===== config.mk =====
export PLATFORM = sky130hd
export DESIGN_NAME = rpp_ram
export DESIGN_NICKNAME = d
export VERILOG_FILES = /design/src/rtl/rpp_ram.sv
export SDC_FILE = /design/constraint.sdc
export NUM_CORES = 1
export LEC_CHECK = 0
export ABC_AREA = 1
export CORE_ASPECT_RATIO = 0.6
export CORE_UTILIZATION = 45
export CTS_CLUSTER_SIZE = 16
export DETAILED_ROUTE_END_ITERATION = 8
export DONT_BUFFER_PORTS = 1
export SYNTH_ARGS = -nofsm -noshare
export SYNTH_HDL_FRONTEND = slang
export SYNTH_SLANG_ARGS = --single-unit

===== constraint.sdc =====
create_clock -name clk -period 2.7 [get_ports clk]
set_clock_uncertainty 0.2 [all_clocks]
set_input_delay 0 -clock clk [delete_from_list [all_inputs] [get_ports clk]]
set_output_delay 0 -clock clk [all_outputs]
set_load 0.03 [all_outputs]

===== src/rtl/rpp_ram.sv =====
// Generic single-port-write, single-port-read RAM with registered read data.
`timescale 1ns / 1ps

module rpp_ram #(
    parameter int WIDTH = 8,
    parameter int DEPTH = 16
) (
    input  logic                     clk,
    input  logic                     we,
    input  logic [$clog2(DEPTH)-1:0] waddr,
    input  logic [WIDTH-1:0]         wdata,
    input  logic                     re,
    input  logic [$clog2(DEPTH)-1:0] raddr,
    output logic [WIDTH-1:0]         rdata
);

    logic [WIDTH-1:0] mem_reg [DEPTH];
    logic [WIDTH-1:0] rdata_reg;

    always_ff @(posedge clk)
    begin
        if (we)
        begin
            mem_reg[waddr] <= wdata;
        end
        if (re)
        begin
            rdata_reg <= mem_reg[raddr];
        end
    end

    assign rdata = rdata_reg;

endmodule


==> results.txt <==
status = complete, no violations
CP Capture Point = rdata[0]
TritonCTS clock tree = yes
Syn Area/Cell = 10.6 um2
RSZ-0062 raised after global routing = no
met3 WL = 1180 um
synth top area cells = edfxtp_1 (70%), nand2_1 (11%), nand3_1 (8.3%)
Yosys warning count = 0
port bufs = 0
Yosys top cell by area = edfxtp_1
hpwl dp = 8690 um
drt total wl = 14400 um
Peak VDD IR = 0.435 mV
sequential power share = 46.4%
gpl congestion = 0.862
clk_lat worst skew = 0.41 ns
Post-Place Cells = 694
layout cells sized above 1 = 5.79%
CTS buffer count = 17
Cell Pwr Density = 765 nW/um2
Cell Int Power = 4100 uW
io pins = 27
Starting Density = 47.3%
number of global-route vias before repair = 3622
max FFs per register = 128
clock share of power = 48.1%
grt ovf = 0
switching pwr = 1110 uW
Mapped Cells = 551
crit-path cells = inv_1 -> nand2_1 -> nand3_1 -> nand3_1 -> nand3_1 -> dlygate4sd3_1 -> nand2_1 -> dlygate4sd3_1
commonest non-fill, non-tap cell in the layout = nand2_1
setup violators final = 0
DR WL met2 = 6110 um
startpoint types = flip-flop
Reg2Reg Setup Slack = 0.23 ns
CP max-delay cell = dlygate4sd3_1
total power = 5210 uW
DRT antenna net count = 0
Clock Sinks = 136
1st-pass router iterations = 5
HP Class = input port to flip-flop
Critical Path Max Stage Delay = 0.56 ns
Worst setup startpoint = mem_reg[8][0]
via count = 3884
worst r2r path cells = 8
Die Wd = 149 um
DRC errors left = 0
Overall Global Routing Usage = 22.9%
most frequent cells in the layout = nand2_1 (173), edfxtp_1 (136), inv_1 (100), nand3_1 (97), dlygate4sd3_1 (24)
Period minus WS final = 2.47 ns
r2r startpoint = mem_reg[8][0]
Iter 0 DRT Violations = 366
worst-margin pin slew = 1.13 ns
Final Non-Filler Cells = 752
area of the die = 13500 um2
Leakage = 0.00285 uW
most used cell, CP = nand3_1
Die H = 90.3 um
final hold vios = 0
root buffer cell = clkbuf_16
top-area cell type share of the netlist area = 69.8%
Slew Limit Headroom = 24.4%
critical path capture point type = flip-flop
clk buf depth = 2
Net Sw Frac = 21.2%
flops & latches, synth = 136
library cells used by synthesis = 11
Area growth syn-to-layout = 16.5%
combinational power share = 5.5%
M1 wire length = 6860 um
Netlist Area Pre-Place = 5850 um2
crit path DAT = 2.43 ns
Core Area = 12400 um2
sequential share of the synthesized area = 69.8%
Setup Buffers After CTS = 0
placement row count = 31
Net Count, Synth = 570
vias per cell = 5.16
Max-cap violations = 0
Crit path required time = 2.65 ns
CTS clk-pin slew, worst paths = 0.06 ns
fin crit share = 91.6%
highest clock rate = 0.404 GHz
depth of the CTS H-tree = 4
setup_tns = 0 ns
nets = 593
initial antenna violation count = 0
crit path max fanout = 1
Max Slew Vio Count = 0
largest net degree at the start of global routing = 49
Max Used Layer = met4
Setup CP Type = flip-flop to flip-flop
worst r2r dst = rdata[0]
global-route wire length before repair = 21900 um
wire per inst = 19.2 um
count of antenna diodes in the layout = 0
==> per-stage QoR <==
step / utilization (%) / hold WS [ns] / instance area [um2] / worst slack [ns]
after detailed placement: 47.7 / -0.100 / 5900 / 0.991
final: 55.0 / 0.00171 / 6810 / 0.226
after global placement: 47.7 / -0.100 / 5900 / 0.987
after floorplan: - / -0.101 / 5850 / 1.55
after global routing: 55.0 / 0.0353 / 6810 / 0.129
after CTS: 55.0 / 0.000126 / 6810 / 0.0296
==> power groups by stage <==
stage / clock network, uW / registers [uW] / logic, uW
after floorplan: 0 / 2450 / 167
after global placement: 0 / 2460 / 182
after detailed placement: 0 / 2460 / 182
after CTS: 2520 / 2420 / 283
after global routing: 2610 / 2420 / 316
final: 2500 / 2420 / 287
==> cells by family (layout without fill, tap and decap cells) <==
logic type / count (synthesis) / in the layout / share of synthesized area [%]
AND/OR/NAND/NOR: 289 / 289 / 20.8
flip-flops: 136 / 136 / 69.8
buffers and inverters: 126 / 162 / 9.39
==> routing by layer <==
metal	track usage [%]	vias to the layer above
li1	-	1836
met1	35.1	1862
met2	31.7	164
met3	5.40	22
met4	7.65	0
met5	0	-
==> how the worst min path moves through the flow <==
stage / from / endpoint / slack, ns / cells after the start
2_1_floorplan: wdata[0] / mem_reg[0][0] / -0.10 / 0
3_3_place_gp: wdata[3] / mem_reg[14][3] / -0.10 / 0
3_5_place_dp: wdata[3] / mem_reg[15][3] / -0.10 / 0
4_1_cts: raddr[0] / rdata[4] / 0.0001 / 5
5_1_grt: raddr[0] / rdata[4] / 0.04 / 5
6_report: raddr[0] / rdata[4] / 0.002 / 5
==> Yosys cell counts (all sizes together) <==
cell type,instances
nand2,173
edfxtp,136
inv,102
nand3,97
buf,24
nor2,17
nand3b,2
==> final cells by class <==
cell class	instances	area, um2
multi-input cells	289	1210
repair buffers	28	288
clock inverters	13	201
well taps	165	206
flip-flops and latches	136	4080
fillers	1044	5560
inverters	102	383
clock buffers	19	433
==> critical path: cells and delay by family (launching register included) <==
| kind | cells | cell delay (ns) |
|---|---|---|
| buffers and inverters | 3 | 1.17 |
| DFF | 1 | 0.38 |
| and+or+nand+nor | 5 | 0.48 |
==> timing repair <==
| action | CTS | global route |
|---|---|---|
| resized for setup | 0 | 1 |
| hold buffers | 26 | 0 |
| setup endpoints to repair | 0 | 1 |
| endpoints found under the hold margin | 264 | 0 |
(Power assumes the default switching activity.)
