$ cat config.mk
export PLATFORM = sky130hd
export DESIGN_NAME = rpp_alu
export DESIGN_NICKNAME = d
export VERILOG_FILES = /design/src/rtl/rpp_pkg.sv /design/src/rtl/rpp_alu.sv
export SDC_FILE = /design/constraint.sdc
export NUM_CORES = 1
export LEC_CHECK = 0
export ABC_AREA = 1
export BUFFER_PORTS_ARGS = -buffer_cell sky130_fd_sc_hd__buf_2
export CAP_MARGIN = 20
export CORE_MARGIN = 2
export CORE_UTILIZATION = 50
export DETAILED_ROUTE_END_ITERATION = 10
export PLACE_DENSITY = 0.95
export SYNTH_ARGS = -nofsm -noshare
export SYNTH_HDL_FRONTEND = slang
export SYNTH_SLANG_ARGS = --single-unit
$ cat constraint.sdc
create_clock -name vclk -period 2.9
set_input_delay 0.435 -clock vclk [all_inputs]
set_output_delay 0.435 -clock vclk [all_outputs]
set_load 0.02 [all_outputs]
$ cat src/rtl/rpp_pkg.sv
// Package: shared constants, codes and types of the reader progress percentile block.
`timescale 1ns / 1ps

package rpp_pkg;

    localparam int USER_COUNT = 131072;
    localparam int MAX_PAGE   = 1023;
    localparam int FRAC_BITS  = 16;

    localparam int UID_W    = 17;
    localparam int PAGE_W   = 10;
    localparam int STATUS_W = 2;
    localparam int FRAC_W   = FRAC_BITS + 1;

    localparam int UADDR_W   = $clog2(USER_COUNT);
    localparam int HIST_DEPTH = MAX_PAGE + 1;
    localparam int HADDR_W   = $clog2(HIST_DEPTH);
    localparam int CNT_W     = $clog2(USER_COUNT + 1);
    localparam int ALU_W     = CNT_W + 1;
    localparam int DVD_W     = CNT_W + FRAC_BITS;
    localparam int DIV_STEPS = DVD_W;
    localparam int DCNT_W    = $clog2(DIV_STEPS);

    localparam logic [FRAC_W-1:0] FRAC_ONE = FRAC_W'(64'(1) << FRAC_BITS);

    typedef enum logic [STATUS_W-1:0] {
        STAT_READ     = 2'd0,
        STAT_QUERY    = 2'd1,
        STAT_BAD_USER = 2'd2,
        STAT_BAD_PAGE = 2'd3
    } status_t;

    typedef enum logic {
        OP_READ  = 1'b0,
        OP_QUERY = 1'b1
    } op_t;

    typedef enum logic [3:0] {
        ST_CLEAR,
        ST_IDLE,
        ST_CHECK,
        ST_USR_GOT,
        ST_DEC_WR,
        ST_INC_RD,
        ST_INC_WR,
        ST_SUM,
        ST_DIV,
        ST_FIN
    } state_t;

    typedef struct packed {
        logic             sub;
        logic [ALU_W-1:0] a;
        logic [ALU_W-1:0] b;
    } alu_req_t;

    typedef struct packed {
        logic [ALU_W-1:0] sum;
        logic             borrow;
    } alu_res_t;

endpackage

$ cat src/rtl/rpp_alu.sv
// Shared add/subtract unit used for counters, histogram sums and division steps.
`timescale 1ns / 1ps

module rpp_alu (
    input  rpp_pkg::alu_req_t req,
    output rpp_pkg::alu_res_t res
);

    logic [rpp_pkg::ALU_W-1:0] b_op;
    logic [rpp_pkg::ALU_W:0]   wide;

    always_comb
    begin
        b_op       = req.sub ? ~req.b : req.b;
        wide       = (rpp_pkg::ALU_W + 1)'(req.a) + (rpp_pkg::ALU_W + 1)'(b_op)
                   + (rpp_pkg::ALU_W + 1)'(req.sub);
        res.sum    = wide[rpp_pkg::ALU_W-1:0];
        res.borrow = req.sub & ~wide[rpp_pkg::ALU_W];
    end

endmodule

==> results.tsv, run 1 <==
metric	value	unit
status	finished, final reports clean	
setup TNS	0	ns
Area growth, synth to finish	26.0	%
Vias	1587	
seq_cells	0	
Clock power frac	0	
Hold WC Path Type	in2out	
Cells after Synth	227	
synth unique cells	19	
clkbuf count	0	
first-pass detailed-route iteration total	4	
Via-to-Cell Ratio	5.04	
global-route wire length before repair	4940	um
Combinational Power Share	1.000	
max layer used	met4	
fin crit share	0.926	
Chip Height	54.3	um
wire per inst	10.1	um
Worst Tran Pin Value	0.244	ns
crit-path cells	clkbuf_4 -> buf_4 -> xor2_1 -> ha_1 -> a21oi_1 -> o21ai_0 -> a21oi_1 -> nand2_1 -> nand2_1 -> nand2_1 -> buf_2	
critical path's slowest cell	ha_1	
min Tclk post-route	2.68	ns
I/O pin count	59	
PD cells	355	nW/um2
Slew Limit Fails	0	
Post-CTS Setup Inserts	0	
largest net degree at the start of global routing	13	
Mapped Area	1260	um2
Initial Util	0.519	
initial antenna violation count	0	
number of global-route vias before repair	1252	
Sequential Power Share	0	
antenna-violating nets left	0	
die area	2940	um2
Fin Hold WS	1.17	ns
total track usage	0.217	
CP dominant cell by count	nand2_1	
Rel. slew slack	0.837	
CP peak stage delay	0.35	ns
diode count	0	
Core Area	2430	um2
CP startpoint kind	input pin	
gr ovfl total	0	
sequential cell area	0	um2
maximum VDD drop	0.000201	V
Synthesized Nets	285	
final wirelength	3190	um
critical path peak fanout	12	
Remaining DRCs	0	
internal power	205	uW
final setup fails	0	
Core Rows	18	
max cap viols	0	
fillers	248	
leakage power	0.990	nW
M1 wire length	1490	um
yosys warns	0	
critical path required time	2.47	ns
sequential element share of the synthesized area	0	
Switching Share	0.636	
DRT iter0 DRCs	56	
RSZ-0062 raised after global routing	false	
Final nets	345	
CP Class	in2out	
FMAX	373	MHz
switching power	359	uW
IO buf count	59	
crit end category	primary output	
wire length on met3	215	um
wire length on met2	1440	um
share of cells above drive strength 1	0.232	
Critical Path AT	2.25	ns
Final GP Congestion	0.859	
post-synthesis average cell area	5.56	um2
HPWL Detailed	2800	um
die width	54.3	um
final hold vios	0	
[worst paths after layout]
kind / depth (start not counted) / from / slack, ns / endpoint
worst max-delay path: 11 / req[38] / 0.22 / res[18]
worst min-delay path: 3 / req[19] / 1.17 / res[1]
[cell type report]
class | instances | area [um2] | share of cell area
multi-input combinational | 195 | 1130 | 0.714
timing repair buffer | 60 | 305 | 0.192
inverter | 30 | 113 | 0.0708
tap | 30 | 37.5 | 0.0236
[power groups by stage]
stage / sequential [mW] / combinational [mW] / clock [mW]
floorplan: 0 / 0.403 / 0
global placement: 0 / 0.550 / 0
detailed placement: 0 / 0.559 / 0
CTS: 0 / 0.561 / 0
global route: 0 / 0.625 / 0
finish: 0 / 0.564 / 0
[critical path, delay by kind of cell]
family / cells / cell delay, ns
AO/OA/AOI/OAI: 3 / 0.55
AND/OR/NAND/NOR: 3 / 0.18
XOR/XNOR: 1 / 0.17
adder cells (fa/ha/maj): 1 / 0.35
buffers and inverters: 3 / 0.58
[what timing repair did]
item                                    in CTS  in global routing
endpoints found under the setup margin       0                  3
hold buffers                                 0                  0
gates resized for setup                      0                  1
[cells by family (layout without fill, tap and decap cells)]
logic type	after synthesis	after routing	share of synthesized area
buffers and inverters	32	90	0.101
adder cells (fa/ha/maj)	19	19	0.194
AO/OA/AOI/OAI	27	27	0.111
XOR/XNOR	28	28	0.194
AND/OR/NAND/NOR	121	121	0.399
[cell usage after synthesis]
master,n,share of area
a211oi_1,1,0.0059
a21oi_1,18,0.071
and2_1,2,0.0099
and2_2,1,0.0059
buf_4,2,0.012
fa_1,1,0.016
ha_1,18,0.18
inv_1,30,0.089
nand2_1,77,0.23
nand2_2,3,0.015
nand3_1,13,0.052
nand3_2,2,0.016
nand4_1,1,0.0050
nor2_1,20,0.059
nor3_1,2,0.0079
o211ai_1,1,0.0059
o21ai_0,7,0.028
xnor2_1,2,0.014
xor2_1,26,0.18
[placed cells by master (no fill, tap or decap)]
master	n
a21oi_1	18
buf_4	1
buf_2	58
nor3_1	2
xnor2_1	2
nor2_1	20
fa_1	1
nand2_1	77
nand2_2	3
nand3_1	13
and2_2	1
xor2_1	26
a211oi_1	1
o211ai_1	1
nand3_2	2
ha_1	18
inv_1	30
nand4_1	1
clkbuf_4	1
and2_1	2
o21ai_0	7
[metal layers]
layer / vias to the layer above / track usage
met5: - / 0
met4: 0 / 0.0292
met3: 6 / 0.00820
met1: 697 / 0.298
li1: 837 / -
met2: 47 / 0.384
[stage by stage]
stage	instance area (um2)	power, mW	std cells	worst slack [ns]	utilization
floorplan	1260	0.403	227	0.380	-
global placement	1590	0.550	315	0.171	0.653
detailed placement	1590	0.559	315	0.141	0.653
CTS	1590	0.561	315	0.139	0.653
global route	1590	0.625	315	0.0235	0.654
finish	1590	0.564	315	0.216	0.654
No activity file was read; power rests on OpenSTA's default activity.
==> run 2: changes to the inputs <==
--- a/config.mk
+++ b/config.mk
@@ -8,8 +8,10 @@
 export ABC_AREA = 1
 export BUFFER_PORTS_ARGS = -buffer_cell sky130_fd_sc_hd__buf_2
 export CAP_MARGIN = 20
+export CELL_PAD_IN_SITES_DETAIL_PLACEMENT = 0
+export CELL_PAD_IN_SITES_GLOBAL_PLACEMENT = 2
 export CORE_MARGIN = 2
-export CORE_UTILIZATION = 50
+export CORE_UTILIZATION = 23
 export DETAILED_ROUTE_END_ITERATION = 10
 export PLACE_DENSITY = 0.95
 export SYNTH_ARGS = -nofsm -noshare
==> run 2 against run 1 <==
- cell area grew 3.1%
- non-clock buffer count is the same
- first-iteration DRC count shrank 7.1%
- critical path depth shrank 1
- critical endpoint is now res[0]
- largest cell class unchanged
==> results.tsv, run 2 (synthesized netlist as in run 1, its figures left out) <==
metric	value	unit
leakage power	0.990	nW
max cap viols	0	
total track usage	0.118	
FMAX	373	MHz
final wirelength	3650	um
number of global-route vias before repair	1486	
gr ovfl total	0	
Core Rows	26	
Overall Power	566	uW
Slew Limit Fails	0	
die area	6100	um2
largest net degree at the start of global routing	15	
share of cells above drive strength 1	0.232	
CP Class	in2out	
Core Area	5200	um2
maximum VDD drop	0.0000918	V
Worst Tran Pin Value	0.254	ns
antenna-violating nets left	0	
Area growth, synth to finish	29.9	%
RSZ-0062 raised after global routing	false	
clkbuf count	0	
Vias	1530	
Final nets	345	
Hold Crit Start	req[19]	
IO buf count	59	
Via-to-Cell Ratio	4.31	
commonest non-fill, non-tap cells in the layout	nand2_1 (77), buf_2 (58), inv_1 (30), xor2_1 (26), nor2_1 (20)	
Remaining DRCs	0	
most common cell after layout, fill and taps aside	nand2_1	
final hold vios	0	
final setup fails	0	
fin crit share	0.925	
Initial Util	0.243	
critical path required time	2.47	ns
I/O pin count	59	
first-pass detailed-route iteration total	4	
Fin Hold WS	1.17	ns
initial antenna violation count	0	
sequential cell area	0	um2
worst setup path start	req[38]	
setup TNS	0	ns
Hold WC Path Type	in2out	
HPWL Detailed	3340	um
# hold bufs at CTS	0	
crit end category	primary output	
Critical Path AT	2.25	ns
Chip Height	78.1	um
seq_cells	0	
Post-CTS Setup Inserts	0	
Final GP Congestion	0.815	
hold depth	3	
wire per inst	10.3	um
Util after Layout	0.315	
Cells after DPL	355	
critical path peak fanout	14	
PD cells	345	nW/um2
Rel. slew slack	0.829	
diode count	0	
die width	78.1	um
Final Non-Filler Cells	355	
DRT iter0 DRCs	52	
global-route wire length before repair	6130	um
status	finished, final reports clean	
min Tclk post-route	2.68	ns
CP startpoint kind	input pin	
==> run 2: cell counts in the layout (fill, tap and decap cells not counted) <==
Identical to the previous run, type by type.
==> run 2: layer usage <==
| metal | wire length [um] | share of wire | track usage |
|---|---|---|---|
| met1 | 1790 | 0.49 | 0.160 |
| met2 | 1720 | 0.47 | 0.217 |
| met3 | 145 | 0.040 | 0.00690 |
| met4 | 0 | 0 | 0 |
| met5 | 0 | 0 | 0 |
==> run 2: final timing paths <==
kind	to	slack, ns
worst max-delay path	res[0]	0.22
worst min-delay path	res[1]	1.17
==> run 2: through the flow <==
stage                     worst slack, ns  cell area (um2)
final                               0.217             1640
after global placement              0.114             1640
after floorplan                     0.380             1260
after global routing               0.0384             1640
after detailed placement            0.134             1640
after CTS                           0.121             1640
==> run 2: repair_timing <==
action                                  CTS  global route
hold endpoints to repair                  0             0
endpoints found under the setup margin    0             5
resized for setup                         0             1
==> run 2: critical path, cell delays in order <==
cell and delay [ns]:
clkbuf_4 0.22, buf_4 0.21, xor2_1 0.16, ha_1 0.35
a21oi_1 0.22, o21ai_0 0.16, nand2_1 0.09, o211ai_1 0.08
a21oi_1 0.13, buf_2 0.18
==> run 2: report_power, final <==
group / total (mW) / switching (mW) / leakage, nW / internal [mW]
Combinational: 0.566 / 0.361 / 0.990 / 0.205
Clock: 0 / 0 / 0 / 0
Sequential: 0 / 0 / 0 / 0
Total: 0.566 / 0.361 / 0.990 / 0.205
==> run 2: final cells by class <==
type,count,area (um2)
well taps,70,87.6
repair buffers,60,305
fillers,651,3560
multi-input cells,195,1130
inverters,30,113
