**config.mk**
```make
export PLATFORM = sky130hd
export DESIGN_NAME = rpp_ctrl_flat
export DESIGN_NICKNAME = d
export VERILOG_FILES = /design/src/rtl/rpp_pkg.sv /design/src/rtl/rpp_req_if.sv /design/src/rtl/rpp_rsp_if.sv /design/src/rtl/rpp_ctrl.sv /design/src/flat_wrapper.sv
export SDC_FILE = /design/constraint.sdc
export NUM_CORES = 1
export LEC_CHECK = 0
export BUFFER_PORTS_ARGS = -buffer_cell sky130_fd_sc_hd__buf_4
export CAP_MARGIN = 10
export CORE_ASPECT_RATIO = 1.25
export CORE_MARGIN = 8
export CORE_UTILIZATION = 45
export DETAILED_ROUTE_END_ITERATION = 10
export PLACE_DENSITY = 0.69
export SLEW_MARGIN = 0
export SYNTH_ARGS = -nofsm -noshare
export SYNTH_HDL_FRONTEND = slang
export SYNTH_SLANG_ARGS = --single-unit
```
**constraint.sdc**
```tcl
create_clock -name clk -period 5.3 [get_ports clk]
set_input_delay 1.06 -clock clk [delete_from_list [all_inputs] [get_ports clk]]
set_output_delay 1.06 -clock clk [all_outputs]
set_load 0.005 [all_outputs]
```
**src/rtl/rpp_pkg.sv**
```systemverilog
// Package: shared constants, codes and types of the reader progress percentile block.
`timescale 1ns / 1ps

package rpp_pkg;

    localparam int USER_COUNT = 131072;
    localparam int MAX_PAGE   = 1023;
    localparam int FRAC_BITS  = 16;

    localparam int UID_W    = 17;
    localparam int PAGE_W   = 10;
    localparam int STATUS_W = 2;
    localparam int FRAC_W   = FRAC_BITS + 1;

    localparam int UADDR_W   = $clog2(USER_COUNT);
    localparam int HIST_DEPTH = MAX_PAGE + 1;
    localparam int HADDR_W   = $clog2(HIST_DEPTH);
    localparam int CNT_W     = $clog2(USER_COUNT + 1);
    localparam int ALU_W     = CNT_W + 1;
    localparam int DVD_W     = CNT_W + FRAC_BITS;
    localparam int DIV_STEPS = DVD_W;
    localparam int DCNT_W    = $clog2(DIV_STEPS);

    localparam logic [FRAC_W-1:0] FRAC_ONE = FRAC_W'(64'(1) << FRAC_BITS);

    typedef enum logic [STATUS_W-1:0] {
        STAT_READ     = 2'd0,
        STAT_QUERY    = 2'd1,
        STAT_BAD_USER = 2'd2,
        STAT_BAD_PAGE = 2'd3
    } status_t;

    typedef enum logic {
        OP_READ  = 1'b0,
        OP_QUERY = 1'b1
    } op_t;

    typedef enum logic [3:0] {
        ST_CLEAR,
        ST_IDLE,
        ST_CHECK,
        ST_USR_GOT,
        ST_DEC_WR,
        ST_INC_RD,
        ST_INC_WR,
        ST_SUM,
        ST_DIV,
        ST_FIN
    } state_t;

    typedef struct packed {
        logic             sub;
        logic [ALU_W-1:0] a;
        logic [ALU_W-1:0] b;
    } alu_req_t;

    typedef struct packed {
        logic [ALU_W-1:0] sum;
        logic             borrow;
    } alu_res_t;

endpackage

```
**src/rtl/rpp_req_if.sv**
```systemverilog
// Interface: request channel (operation, user id, page).
`timescale 1ns / 1ps

interface rpp_req_if;
    logic                        valid;
    logic                        ready;
    logic                        operation;
    logic [rpp_pkg::UID_W-1:0]   user_id;
    logic [rpp_pkg::PAGE_W-1:0]  page;

    modport source (output valid, operation, user_id, page, input ready);
    modport sink   (input valid, operation, user_id, page, output ready);
endinterface

```
**src/rtl/rpp_rsp_if.sv**
```systemverilog
// Interface: result channel (status, fraction).
`timescale 1ns / 1ps

interface rpp_rsp_if;
    logic                          valid;
    logic                          ready;
    logic [rpp_pkg::STATUS_W-1:0]  status;
    logic [rpp_pkg::FRAC_W-1:0]    fraction;

    modport source (output valid, status, fraction, input ready);
    modport sink   (input valid, status, fraction, output ready);
endinterface

```
**src/rtl/rpp_ctrl.sv**
```systemverilog
// Sequencer and datapath registers: clear pass, read update, query sum and division.
`timescale 1ns / 1ps

module rpp_ctrl (
    input  logic                          clk,
    input  logic                          rst_n,
    rpp_req_if.sink                       req,
    rpp_rsp_if.source                     rsp,
    output rpp_pkg::alu_req_t             alu_req,
    input  rpp_pkg::alu_res_t             alu_res,
    output logic                          u_we,
    output logic [rpp_pkg::UADDR_W-1:0]   u_waddr,
    output logic [rpp_pkg::PAGE_W-1:0]    u_wdata,
    output logic                          u_re,
    output logic [rpp_pkg::UADDR_W-1:0]   u_raddr,
    input  logic [rpp_pkg::PAGE_W-1:0]    u_rdata,
    output logic                          h_we,
    output logic [rpp_pkg::HADDR_W-1:0]   h_waddr,
    output logic [rpp_pkg::CNT_W-1:0]     h_wdata,
    output logic                          h_re,
    output logic [rpp_pkg::HADDR_W-1:0]   h_raddr,
    input  logic [rpp_pkg::CNT_W-1:0]     h_rdata
);

    rpp_pkg::state_t                state_reg, state_next;
    logic [rpp_pkg::UADDR_W-1:0]    clr_reg, clr_next;
    logic                           op_reg, op_next;
    logic [rpp_pkg::UID_W-1:0]      uid_reg, uid_next;
    logic [rpp_pkg::PAGE_W-1:0]     page_reg, page_next;
    logic [rpp_pkg::PAGE_W-1:0]     p_reg, p_next;
    logic [rpp_pkg::CNT_W-1:0]      total_reg, total_next;
    logic [rpp_pkg::CNT_W-1:0]      dsr_reg, dsr_next;
    logic [rpp_pkg::CNT_W-1:0]      acc_reg, acc_next;
    logic [rpp_pkg::HADDR_W-1:0]    idx_reg, idx_next;
    logic                           pend_reg, pend_next;
    logic [rpp_pkg::CNT_W-1:0]      rem_reg, rem_next;
    logic [rpp_pkg::DVD_W-1:0]      dvd_reg, dvd_next;
    logic [rpp_pkg::DCNT_W-1:0]     cnt_reg, cnt_next;
    rpp_pkg::status_t               stat_reg, stat_next;
    logic [rpp_pkg::FRAC_W-1:0]     frac_reg, frac_next;
    logic                           out_valid_reg, out_valid_next;
    rpp_pkg::status_t               out_stat_reg, out_stat_next;
    logic [rpp_pkg::FRAC_W-1:0]     out_frac_reg, out_frac_next;

    logic                           uid_bad;
    logic                           page_bad;
    logic                           prev_zero;
    logic                           total_le1;
    logic                           issue;
    logic                           out_free;
    logic                           last_step;
    logic [rpp_pkg::ALU_W-1:0]      trial;

    always_comb
    begin
        uid_bad   = 32'(uid_reg) >= 32'(rpp_pkg::USER_COUNT);
        page_bad  = (page_reg == '0) || (32'(page_reg) > 32'(rpp_pkg::MAX_PAGE));
        prev_zero = (u_rdata == '0);
        total_le1 = (total_reg <= rpp_pkg::CNT_W'(1));
        issue     = 32'(idx_reg) < 32'(p_reg);
        out_free  = !out_valid_reg || rsp.ready;
        last_step = (cnt_reg == rpp_pkg::DCNT_W'(rpp_pkg::DIV_STEPS - 1));
        trial     = {rem_reg, dvd_reg[rpp_pkg::DVD_W-1]};
    end

    // next state
    always_comb
    begin
        state_next = state_reg;
        case (state_reg)
            rpp_pkg::ST_CLEAR:
            begin
                if (clr_reg == rpp_pkg::UADDR_W'(rpp_pkg::USER_COUNT - 1))
                begin
                    state_next = rpp_pkg::ST_IDLE;
                end
            end
            rpp_pkg::ST_IDLE:
            begin
                if (req.valid)
                begin
                    state_next = rpp_pkg::ST_CHECK;
                end
            end
            rpp_pkg::ST_CHECK:
            begin
                if (uid_bad || (op_reg == rpp_pkg::OP_READ && page_bad))
                begin
                    state_next = rpp_pkg::ST_FIN;
                end
                else
                begin
                    state_next = rpp_pkg::ST_USR_GOT;
                end
            end
            rpp_pkg::ST_USR_GOT:
            begin
                if (op_reg == rpp_pkg::OP_READ)
                begin
                    state_next = prev_zero ? rpp_pkg::ST_INC_RD : rpp_pkg::ST_DEC_WR;
                end
                else
                begin
                    state_next = (prev_zero || total_le1) ? rpp_pkg::ST_FIN : rpp_pkg::ST_SUM;
                end
            end
            rpp_pkg::ST_DEC_WR: state_next = rpp_pkg::ST_INC_RD;
            rpp_pkg::ST_INC_RD: state_next = rpp_pkg::ST_INC_WR;
            rpp_pkg::ST_INC_WR: state_next = rpp_pkg::ST_FIN;
            rpp_pkg::ST_SUM:
            begin
                if (!issue && !pend_reg)
                begin
                    state_next = rpp_pkg::ST_DIV;
                end
            end
            rpp_pkg::ST_DIV:
            begin
                if (last_step)
                begin
                    state_next = rpp_pkg::ST_FIN;
                end
            end
            rpp_pkg::ST_FIN:
            begin
                if (out_free)
                begin
                    state_next = rpp_pkg::ST_IDLE;
                end
            end
            default: state_next = rpp_pkg::ST_CLEAR;
        endcase
    end

    // memory, ALU and handshake controls
    always_comb
    begin
        req.ready   = 1'b0;
        alu_req     = '0;
        u_we        = 1'b0;
        u_waddr     = rpp_pkg::UADDR_W'(uid_reg);
        u_wdata     = page_reg;
        u_re        = 1'b0;
        u_raddr     = rpp_pkg::UADDR_W'(uid_reg);
        h_we        = 1'b0;
        h_waddr     = rpp_pkg::HADDR_W'(page_reg);
        h_wdata     = alu_res.sum[rpp_pkg::CNT_W-1:0];
        h_re        = 1'b0;
        h_raddr     = rpp_pkg::HADDR_W'(page_reg);
        case (state_reg)
            rpp_pkg::ST_CLEAR:
            begin
                u_we    = 1'b1;
                u_waddr = clr_reg;
                u_wdata = '0;
                h_we    = 1'b1;
                h_waddr = clr_reg[rpp_pkg::HADDR_W-1:0];
                h_wdata = '0;
            end
            rpp_pkg::ST_IDLE:
            begin
                req.ready = 1'b1;
            end
            rpp_pkg::ST_CHECK:
            begin
                u_re = !(uid_bad || (op_reg == rpp_pkg::OP_READ && page_bad));
            end
            rpp_pkg::ST_USR_GOT:
            begin
                alu_req.a = rpp_pkg::ALU_W'(total_reg);
                alu_req.b = rpp_pkg::ALU_W'(1);
                if (op_reg == rpp_pkg::OP_READ)
                begin
                    alu_req.sub = 1'b0;
                    h_re        = !prev_zero;
                    h_raddr     = rpp_pkg::HADDR_W'(u_rdata);
                end
                else
                begin
                    alu_req.sub = 1'b1;
                end
            end
            rpp_pkg::ST_DEC_WR:
            begin
                alu_req.sub = 1'b1;
                alu_req.a   = rpp_pkg::ALU_W'(h_rdata);
                alu_req.b   = rpp_pkg::ALU_W'(1);
                h_we        = 1'b1;
                h_waddr     = rpp_pkg::HADDR_W'(p_reg);
            end
            rpp_pkg::ST_INC_RD:
            begin
                h_re = 1'b1;
            end
            rpp_pkg::ST_INC_WR:
            begin
                alu_req.sub = 1'b0;
                alu_req.a   = rpp_pkg::ALU_W'(h_rdata);
                alu_req.b   = rpp_pkg::ALU_W'(1);
                h_we        = 1'b1;
                u_we        = 1'b1;
            end
            rpp_pkg::ST_SUM:
            begin
                alu_req.sub = 1'b0;
                alu_req.a   = rpp_pkg::ALU_W'(acc_reg);
                alu_req.b   = pend_reg ? rpp_pkg::ALU_W'(h_rdata) : '0;
                h_re        = issue;
                h_raddr     = idx_reg;
            end
            rpp_pkg::ST_DIV:
            begin
                alu_req.sub = 1'b1;
                alu_req.a   = trial;
                alu_req.b   = rpp_pkg::ALU_W'(dsr_reg);
            end
            default:
            begin
            end
        endcase
    end

    // datapath next values
    always_comb
    begin
        clr_next       = clr_reg;
        op_next        = op_reg;
        uid_next       = uid_reg;
        page_next      = page_reg;
        p_next         = p_reg;
        total_next     = total_reg;
        dsr_next       = dsr_reg;
        acc_next       = acc_reg;
        idx_next       = idx_reg;
        pend_next      = pend_reg;
        rem_next       = rem_reg;
        dvd_next       = dvd_reg;
        cnt_next       = cnt_reg;
        stat_next      = stat_reg;
        frac_next      = frac_reg;
        out_stat_next  = out_stat_reg;
        out_frac_next  = out_frac_reg;
        out_valid_next = rsp.ready ? 1'b0 : out_valid_reg;
        case (state_reg)
            rpp_pkg::ST_CLEAR:
            begin
                clr_next = clr_reg + 1'b1;
            end
            rpp_pkg::ST_IDLE:
            begin
                if (req.valid)
                begin
                    op_next   = req.operation;
                    uid_next  = req.user_id;
                    page_next = req.page;
                end
            end
            rpp_pkg::ST_CHECK:
            begin
                frac_next = '0;
                stat_next = uid_bad ? rpp_pkg::STAT_BAD_USER : rpp_pkg::STAT_BAD_PAGE;
            end
            rpp_pkg::ST_USR_GOT:
            begin
                p_next = u_rdata;
                if (op_reg == rpp_pkg::OP_READ)
                begin
                    if (prev_zero)
                    begin
                        total_next = alu_res.sum[rpp_pkg::CNT_W-1:0];
                    end
                end
                else
                begin
                    dsr_next  = alu_res.sum[rpp_pkg::CNT_W-1:0];
                    stat_next = rpp_pkg::STAT_QUERY;
                    frac_next = (!prev_zero && total_le1) ? rpp_pkg::FRAC_ONE : '0;
                    idx_next  = rpp_pkg::HADDR_W'(1);
                    pend_next = 1'b0;
                    acc_next  = '0;
                end
            end
            rpp_pkg::ST_INC_WR:
            begin
                stat_next = rpp_pkg::STAT_READ;
                frac_next = '0;
            end
            rpp_pkg::ST_SUM:
            begin
                acc_next  = alu_res.sum[rpp_pkg::CNT_W-1:0];
                pend_next = issue;
                if (issue)
                begin
                    idx_next = idx_reg + 1'b1;
                end
                if (!issue && !pend_reg)
                begin
                    dvd_next  = {acc_reg, {rpp_pkg::FRAC_BITS{1'b0}}};
                    rem_next  = '0;
                    cnt_next  = '0;
                    frac_next = '0;
                end
            end
            rpp_pkg::ST_DIV:
            begin
                // restoring division, one quotient bit per cycle
                if (alu_res.borrow)
                begin
                    rem_next = trial[rpp_pkg::CNT_W-1:0];
                end
                else
                begin
                    rem_next = alu_res.sum[rpp_pkg::CNT_W-1:0];
                end
                frac_next = {frac_reg[rpp_pkg::FRAC_W-2:0], !alu_res.borrow};
                dvd_next  = {dvd_reg[rpp_pkg::DVD_W-2:0], 1'b0};
                cnt_next  = cnt_reg + 1'b1;
            end
            rpp_pkg::ST_FIN:
            begin
                if (out_free)
                begin
                    out_valid_next = 1'b1;
                    out_stat_next  = stat_reg;
                    out_frac_next  = frac_reg;
                end
            end
            default:
            begin
            end
        endcase
    end

    always_ff @(posedge clk or negedge rst_n)
    begin
        if (!rst_n)
        begin
            state_reg     <= rpp_pkg::ST_CLEAR;
            clr_reg       <= '0;
            total_reg     <= '0;
            pend_reg      <= 1'b0;
            out_valid_reg <= 1'b0;
        end
        else
        begin
            state_reg     <= state_next;
            clr_reg       <= clr_next;
            total_reg     <= total_next;
            pend_reg      <= pend_next;
            out_valid_reg <= out_valid_next;
        end
    end

    always_ff @(posedge clk)
    begin
        op_reg       <= op_next;
        uid_reg      <= uid_next;
        page_reg     <= page_next;
        p_reg        <= p_next;
        dsr_reg      <= dsr_next;
        acc_reg      <= acc_next;
        idx_reg      <= idx_next;
        rem_reg      <= rem_next;
        dvd_reg      <= dvd_next;
        cnt_reg      <= cnt_next;
        stat_reg     <= stat_next;
        frac_reg     <= frac_next;
        out_stat_reg <= out_stat_next;
        out_frac_reg <= out_frac_next;
    end

    assign rsp.valid    = out_valid_reg;
    assign rsp.status   = out_stat_reg;
    assign rsp.fraction = out_frac_reg;

    a_frac_only_query: assert property (@(posedge clk) disable iff (!rst_n)
        (rsp.valid && rsp.status != rpp_pkg::STAT_QUERY) |-> rsp.fraction == '0)
        else $error("fraction nonzero on non-query result");

    a_frac_max: assert property (@(posedge clk) disable iff (!rst_n)
        rsp.valid |-> rsp.fraction <= rpp_pkg::FRAC_ONE)
        else $error("fraction above 1.0");

    a_total_monotonic: assert property (@(posedge clk) disable iff (!rst_n)
        1'b1 |=> total_reg >= $past(total_reg))
        else $error("reader total decreased");

    a_sum_bound: assert property (@(posedge clk) disable iff (!rst_n)
        state_reg == rpp_pkg::ST_SUM |-> acc_reg < total_reg)
        else $error("lower-reader sum reached reader total");

    a_rem_bound: assert property (@(posedge clk) disable iff (!rst_n)
        state_reg == rpp_pkg::ST_DIV |-> rem_reg < dsr_reg)
        else $error("division remainder not below divisor");

endmodule

```
**src/flat_wrapper.sv**
```systemverilog
// flat-port wrapper written by rule: the top's interface ports become plain ports
module rpp_ctrl_flat 
  (clk, rst_n, alu_req, alu_res, u_we, u_waddr, u_wdata, u_re, u_raddr, u_rdata, h_we, h_waddr, h_wdata, h_re, h_raddr, h_rdata, req_valid, req_operation, req_user_id, req_page, req_ready, rsp_valid, rsp_status, rsp_fraction, rsp_ready);
  rpp_req_if req_i ();
  rpp_rsp_if rsp_i ();
  input  logic clk;
  input  logic rst_n;
  output rpp_pkg::alu_req_t alu_req;
  input  rpp_pkg::alu_res_t alu_res;
  output logic u_we;
  output logic [rpp_pkg::UADDR_W-1:0] u_waddr;
  output logic [rpp_pkg::PAGE_W-1:0] u_wdata;
  output logic u_re;
  output logic [rpp_pkg::UADDR_W-1:0] u_raddr;
  input  logic [rpp_pkg::PAGE_W-1:0] u_rdata;
  output logic h_we;
  output logic [rpp_pkg::HADDR_W-1:0] h_waddr;
  output logic [rpp_pkg::CNT_W-1:0] h_wdata;
  output logic h_re;
  output logic [rpp_pkg::HADDR_W-1:0] h_raddr;
  input  logic [rpp_pkg::CNT_W-1:0] h_rdata;
  input wire logic [$bits(req_i.valid)-1:0] req_valid;
  input wire logic [$bits(req_i.operation)-1:0] req_operation;
  input wire logic [$bits(req_i.user_id)-1:0] req_user_id;
  input wire logic [$bits(req_i.page)-1:0] req_page;
  output wire logic [$bits(req_i.ready)-1:0] req_ready;
  output wire logic [$bits(rsp_i.valid)-1:0] rsp_valid;
  output wire logic [$bits(rsp_i.status)-1:0] rsp_status;
  output wire logic [$bits(rsp_i.fraction)-1:0] rsp_fraction;
  input wire logic [$bits(rsp_i.ready)-1:0] rsp_ready;
  assign req_i.valid = req_valid;
  assign req_i.operation = req_operation;
  assign req_i.user_id = req_user_id;
  assign req_i.page = req_page;
  assign req_ready = req_i.ready;
  assign rsp_valid = rsp_i.valid;
  assign rsp_status = rsp_i.status;
  assign rsp_fraction = rsp_i.fraction;
  assign rsp_i.ready = rsp_ready;
  rpp_ctrl u_core (.clk(clk), .rst_n(rst_n), .req(req_i), .rsp(rsp_i), .alu_req(alu_req), .alu_res(alu_res), .u_we(u_we), .u_waddr(u_waddr), .u_wdata(u_wdata), .u_re(u_re), .u_raddr(u_raddr), .u_rdata(u_rdata), .h_we(h_we), .h_waddr(h_waddr), .h_wdata(h_wdata), .h_re(h_re), .h_raddr(h_raddr), .h_rdata(h_rdata));
endmodule
```
==> results of run 1 <==
==> where the power goes <==
part | internal (W) | switching (W)
combinational | 0.000909 | 0.00101
sequential | 0.00205 | 0.000208
clock | 0.000856 | 0.000605
total | 0.00381 | 0.00182
==> path summary, 6_finish.rpt <==
| path | startpoint | end | slack, ns | depth (start not counted) |
|---|---|---|---|---|
| worst max register to register | u_core.state_reg[2] | u_core.acc_reg[5] | 2.38 | 5 |
| max in group asynchronous | rst_n | u_core.state_reg[2] | 4.30 | 1 |
| worst min register to register | u_core.frac_reg[16] | u_core.rsp.fraction[16] | 0.42 | 0 |
| worst max-delay path | u_core.state_reg[0] | alu_req[12] | 1.23 | 5 |
| min in group asynchronous | rst_n | u_core.total_reg[8] | 0.58 | 1 |
| worst min-delay path | u_core.frac_reg[16] | u_core.rsp.fraction[16] | 0.42 | 0 |
==> kinds of logic (layout without fill, tap and decap cells) <==
family	Yosys count	in the layout	share of synthesized area
fa+ha+maj	14	14	0.01786
compound gates	117	117	0.08890
other cells	1	1	0.0003823
mux	75	75	0.08520
flops	205	205	0.6066
simple gates	283	283	0.1453
buf+inv	76	298	0.03431
xor+xnor	24	24	0.02143
==> critical path: cells and delay by family, from the launching register on <==
kind	cells	cell delay, ns
buffers and inverters	1	0.11
AOI/OAI and AO/OA	1	0.25
DFF	1	0.72
and+or+nand+nor	3	1.41
==> cells in the final DEF (no fill, tap or decap), types with 20 or more instances in the layout <==
| cell | Yosys | routed |
|---|---|---|
| buf_4 | 2 | 233 |
| nor2b_1 | 31 | 31 |
| and2_1 | 20 | 20 |
| and3_1 | 33 | 32 |
| o21ai_0 | 23 | 23 |
| clkbuf_16 | 0 | 21 |
| nor2_1 | 63 | 63 |
| mux2_2 | 27 | 27 |
| dfrtp_1 | 41 | 40 |
| a21oi_1 | 22 | 20 |
| nand2_1 | 81 | 81 |
| inv_1 | 26 | 26 |
| mux2i_1 | 37 | 37 |
| edfxtp_1 | 164 | 164 |
==> per-layer routing <==
layer / vias up / part of all wire
li1: 3343 / -
met1: 3438 / 0.39
met2: 316 / 0.49
met3: 33 / 0.099
met4: 0 / 0.017
met5: - / 0
==> through the flow <==
step                setup slack, ns  std cells
floorplan                    0.4327        795
global placement              1.801       1259
detailed placement            1.764       1259
CTS                           1.230       1296
global route                  1.025       1296
finish                        1.227       1296
==> area by class of cell <==
type	count	share of cell area
Sequential cell	205	0.4806
Multi-Input combinational cell	514	0.2862
Timing Repair Buffer	234	0.1429
Clock buffer	29	0.04647
Tap cell	279	0.02819
Inverter	27	0.008183
Clock inverter	8	0.007476
==> summary.md, run 1 <==
| Metric | Value |
|---|---|
| Status | `finished clean` |
| DRC | `0` |
| Dpl cell area | `around 0.012 mm2` |
| Relative slew slack | `0.2721` |
| IO Port Bufs | `223` |
| Final Hold Viols | `0` |
| TritonCTS clock tree | `done` |
| Worst hold-check path type | `reg -> reg` |
| Setup bufs post-CTS | `0` |
| Antenna Cells | `0` |
| Gate Count Post-Synth | `~800` |
| Routed WL | `approximately 27000 um` |
| Critical path type | `reg -> out` |
| Grt met1 use | `0.2254` |
| Sink Count | `205` |
| Final-stage net count | `between 1000 and 1500` |
| Via count | `7130` |
| PwrDens | `454.7 mW/mm2` |
| Synth area leader | `edfxtp_1` |
| Hold_ws | `0.4195 ns` |
| Clk buf depth | `3` |
| Post-synth ARST share | `0.2000` |
| Num rows | `60` |
| Wire length per cell | `20.51 um` |
| Multi-input gate area | `0.003545 mm2` |
| Register area | `0.005952 mm2` |
| Final worst-path cycle share | `0.7684` |
| Post-CTS Hold Fix Bufs | `0` |
| Antenna violations before repair | `0` |
| I/O pins | `around 230` |
| Main synth FF type | `edfxtp_1` |
| Initial Util | `0.4569` |
| Post-CTS Resized | `0` |
| Data required time of the critical path | `4.24 ns` |
| Max Freq | `245.5 MHz` |
| Worst-Skew Late Latency | `approximately 0.5 ns` |
| Global-route wire length before repair | `40770 um` |
| Synth cell count leaders | `164 x edfxtp_1, 81 x nand2_1, 63 x nor2_1` |
| Area Overhead vs Synth | `26.25%` |
| Final GP Congestion | `just under 0.9` |
| Final TNS setup | `0 ns` |
| Slew Viols, Final | `0` |
| Final setup fails | `0` |
| Worst path slowest cell | `nor2_2` |
| YS warnings | `0` |
| EDFF count, synth | `164` |
| Synth top area share | `0.5020` |
| Most frequent cell after synthesis | `edfxtp_1` |
| Pin count of the biggest net entering global routing | `53` |
| Crit end category | `primary output` |
| Syn Area/Cell | `12.34 um2` |
| Num CTS Buffers | `21` |
| Critical path's largest stage delay | `0.84 ns` |
| Vias in the first global route | `7333` |
| Critical Path AT | `3.01 ns` |
| Post-synthesis register bit count | `just over 200` |
| Max cap viols | `0` |
| Die X | `around 150 um` |
| M3 GR Usage | `0.06525` |
| Remaining Overflow, GRT | `0` |
| Startpoint Class | `register` |
| Synth area leaders | `edfxtp_1 50%, dfrtp_1 10%, mux2i_1 3.8%, mux2_2 3.1%, nand2_1 3.1%` |
| Post-route cell area | `0.01238 mm2` |
| Worst-Margin Slew | `1.092 ns` |
| DRT iter0 DRCs | `521` |
| CTS H-tree depth | `1` |
| Overall routing resource usage | `0.1906` |
| Mapped Area | `0.009809 mm2` |
| Worst-path fanout max | `18` |
| Share of the yosys chip area belonging to registers | `0.6066` |
| Leakage power figure | `5.255 nW` |
| Die ar. | `0.02681 mm2` |
| Die Y-Extent | `approximately 180 um` |
| Total Power | `0.005632 W` |
| Cell variety after synth | `58` |
| Share of layout cells above drive strength 1 | `0.3117` |
| Reg clk slew, reported paths | `0.06 ns` |
| Via-per-instance ratio | `about 5.5` |
| Final Util | `0.5768` |
| Fillers | `around 1900` |
| VDD IR max | `between 0.2 and 0.3 mV` |
| DR pass1 iterations | `5` |
| Gr busiest metal | `met2` |
| Syn_nets | `889` |
| Post-route ant nets | `0` |
| Tmin final | `4.073 ns` |
| Detailed placement HPWL | `18440 um` |
| Floorplan Core Area | `0.02147 mm2` |
| Critical-path cell list | `and3b_1 > nand2_1 > nor2_2 > a22o_1 > buf_4` |
| RSZ-0062 raised after global routing | `no` |
| Clock Tree Root | `clkbuf_16` |
| Met2 Use GR | `0.3255` |
| Clk_skew | `0.01506 ns` |
Power figures use the tool's default switching activity.
==> run 2: changes to the inputs <==
ABC_AREA = 1   (was unset)
PLACE_DENSITY = 0.71   (was 0.69)
clock period = 3.51 ns   (was 5.3 ns; I/O delays follow)
==> run 2 against run 1 <==
Global-route usage increased by 1.9 points. Non-clock buffer count increased by 4. Worst setup slack got worse by 1.0 ns. Critical path type unchanged. Largest cell class unchanged.
==> summary.md, run 2 <==
| Metric | Value |
|---|---|
| DRC | `0 (unchanged)` |
| Final TNS setup | `0 ns (unchanged)` |
| R2r startpoint | `u_core.state_reg[3] (was u_core.state_reg[2])` |
| Data required time of the critical path | `2.81 ns (was 4.24 ns)` |
| Num CTS Buffers | `22 (was 21)` |
| EDFF count, synth | `164 (unchanged)` |
| Via count | `8036 (was 7130)` |
| Floorplan Core Area | `0.02147 mm2 (unchanged)` |
| Routed WL | `28860 um (was 26580 um)` |
| Status | `finished clean (unchanged)` |
| Antenna Cells | `0 (unchanged)` |
| Overall routing resource usage | `0.2100 (was 0.1906)` |
| Syn Area/Cell | `9.923 um2 (was 12.34 um2)` |
| Syn_nets | `1080 (was 889)` |
| Post-route ant nets | `0 (unchanged)` |
| TritonCTS clock tree | `done (unchanged)` |
| Leakage power figure | `5.592 nW (was 5.255 nW)` |
| Multi-input gate area | `0.003214 mm2 (was 0.003545 mm2)` |
| Slew Viols, Final | `0 (unchanged)` |
| Vias in the first global route | `8046 (was 7333)` |
| Synth top area share | `0.5033 (was 0.5020)` |
| Synth area leaders | `edfxtp_1 50%, dfrtp_1 10%, nand2_1 10%, nor2_1 4.3%, inv_1 4.1% (was edfxtp_1 50%, dfrtp_1 10%, mux2i_1 3.8%, mux2_2 3.1%, nand2_1 3.1%)` |
| Mapped Area | `0.009784 mm2 (was 0.009809 mm2)` |
| Total Power | `0.008396 W (was 0.005632 W)` |
| DRT iter0 DRCs | `630 (was 521)` |
| Wire length per cell | `19.17 um (was 20.51 um)` |
| Pin count of the biggest net entering global routing | `55 (was 53)` |
| Post-CTS Resized | `0 (unchanged)` |
| Most frequent cell after synthesis | `nand2_1 (was edfxtp_1)` |
| Clk_skew | `0.01100 ns (was 0.01506 ns)` |
| Share of layout cells above drive strength 1 | `0.2692 (was 0.3117)` |
| Startpoint Class | `register (unchanged)` |
| Gate Count Post-Synth | `986 (was 795)` |
| PwrDens | `672.5 mW/mm2 (was 454.7 mW/mm2)` |
| Initial Util | `0.4557 (was 0.4569)` |
| Clk buf depth | `3 (unchanged)` |
| Final setup fails | `0 (unchanged)` |
| I/O pins | `226 (unchanged)` |
| Final GP Congestion | `0.9149 (was 0.8675)` |
| Die ar. | `0.02675 mm2 (was 0.02681 mm2)` |
| RSZ-0062 raised after global routing | `no (unchanged)` |
| Detailed placement HPWL | `20840 um (was 18440 um)` |
| Max Freq | `303.4 MHz` |
| Relative slew slack | `0.4040 (was 0.2721)` |
| CTS H-tree depth | `1 (unchanged)` |
| Die X | `147.9 um (was 148.1 um)` |
| Post-synth ARST share | `0.2000 (unchanged)` |
| Remaining Overflow, GRT | `0 (unchanged)` |
| Crit end category | `primary output (unchanged)` |
| Fin worst setup slack | `0.2136 ns (was 1.227 ns)` |
| Final-stage net count | `1305 (was 1097)` |
| Global-route wire length before repair | `44580 um (was 40770 um)` |
| Worst-Margin Slew | `0.8931 ns (was 1.092 ns)` |
| Critical path type | `reg -> out (unchanged)` |
| Share of the yosys chip area belonging to registers | `0.6082 (was 0.6066)` |
| Final Util | `0.5815 (was 0.5768)` |
| Antenna violations before repair | `0 (unchanged)` |
| Synth cell count leaders | `267 x nand2_1, 164 x edfxtp_1, 113 x nor2_1 (was 164 x edfxtp_1, 81 x nand2_1, 63 x nor2_1)` |
| Sink Count | `205 (unchanged)` |
| VDD IR max | `0.4707 mV (was 0.2954 mV)` |
| Via-per-instance ratio | `5.340 (was 5.502)` |
| Most frequent cells in the layout | `267 x nand2_1, 237 x buf_4, 164 x edfxtp_1 (was 233 x buf_4, 164 x edfxtp_1, 81 x nand2_1)` |
| Post-synthesis register bit count | `205 (unchanged)` |
| YS warnings | `0 (unchanged)` |
| Tmin final | `3.296 ns` |
| Worst-Skew Late Latency | `0.51 ns (was 0.49 ns)` |
| Critical Path AT | `2.59 ns (was 3.01 ns)` |
| Final worst-path cycle share | `0.9391` |
| Main synth FF type | `edfxtp_1 (unchanged)` |
| Synth area leader | `edfxtp_1 (unchanged)` |
| Worst-path fanout max | `16 (was 18)` |
| Most common cell after layout, fill and taps aside | `nand2_1 (was buf_4)` |
| Max cap viols | `0 (unchanged)` |
| DR pass1 iterations | `5 (unchanged)` |
| Setup bufs post-CTS | `0 (unchanged)` |
| IO Port Bufs | `223 (unchanged)` |
| Area Overhead vs Synth | `27.60% (was 26.25%)` |
| Post-CTS Hold Fix Bufs | `0 (unchanged)` |
| Num rows | `60 (unchanged)` |
| Worst Reg-to-Reg Cells | `6 (was 5)` |
| Clock Tree Root | `clkbuf_16 (unchanged)` |
| Final Hold Viols | `0 (unchanged)` |
| Cell variety after synth | `41 (was 58)` |
| Reg clk slew, reported paths | `0.07 ns (was 0.06 ns)` |
| Register area | `0.005951 mm2 (was 0.005952 mm2)` |
| Worst hold-check path type | `in -> async (was reg -> reg)` |
| Placement Setup Slack | `0.6849 ns (was 1.764 ns)` |
| Fillers | `1927 (was 1867)` |
| CP Launch Point | `u_core.state_reg[3] (was u_core.state_reg[0])` |
| Die Y-Extent | `180.9 um (was 181.1 um)` |
run 2: worst paths after layout:
path / end / slack [ns]
setup reg to reg: u_core.idx_reg[3] / 1.00
setup / recovery: h_re / 0.21
hold reg to reg: u_core.rsp.status[0] / 0.42
max in group asynchronous: u_core.state_reg[0] / 2.90
hold / removal: u_core.total_reg[11] / 0.20
min in group clk: u_core.page_reg[5] / 0.37
run 2: stage by stage:
step / area, um2 / hold WS, ns / std cells
after floorplan: 9784 / 0.4003 / 986
after global placement: 11750 / 0.4034 / 1465
after detailed placement: 11750 / 0.4057 / 1465
after CTS: 12470 / 0.2146 / 1504
after global routing: 12480 / 0.2359 / 1505
final: 12480 / 0.1989 / 1505
run 2: kinds of logic after synthesis:
| group | synth area share |
|---|---|
| compound gates | 0.08990 |
| xor+xnor | 0.01164 |
| fa+ha+maj | 0.01790 |
| buf+inv | 0.06637 |
| flops | 0.6082 |
| other cells | 0.0003833 |
| simple gates | 0.2056 |
run 2: metal layers:
metal | track usage | wire [um] | up-vias
li1 | - | - | 3776
met1 | 0.2584 | 11420 | 3846
met2 | 0.3570 | 14420 | 365
met3 | 0.04450 | 2230 | 49
met4 | 0.07441 | 782 | 0
met5 | 0 | 0 | -
run 2: cell type report:
cell class                 instances  share of cell area
clock buffer                      27             0.04730
clock inverter                    12             0.01072
inverter                         119             0.03578
multi-input combinational        625              0.2575
sequential                       205              0.4766
tap                              279             0.02796
timing repair buffer             238              0.1441
run 2: power by group:
part | leakage [nW] | internal, W | switching, W
combinational | 3.19 | 0.00111 | 0.00162
sequential | 2.06 | 0.00310 | 0.000219
clock | 0.340 | 0.00136 | 0.000987
run 2: critical path: stages, from the launching register on:
cell,delay [ns]
dfrtp_1,0.48
nor2_2,0.27
inv_2,0.16
nor2_8,0.26
buf_4,0.27
nand4_1,0.26
o221ai_1,0.21
buf_4,0.18
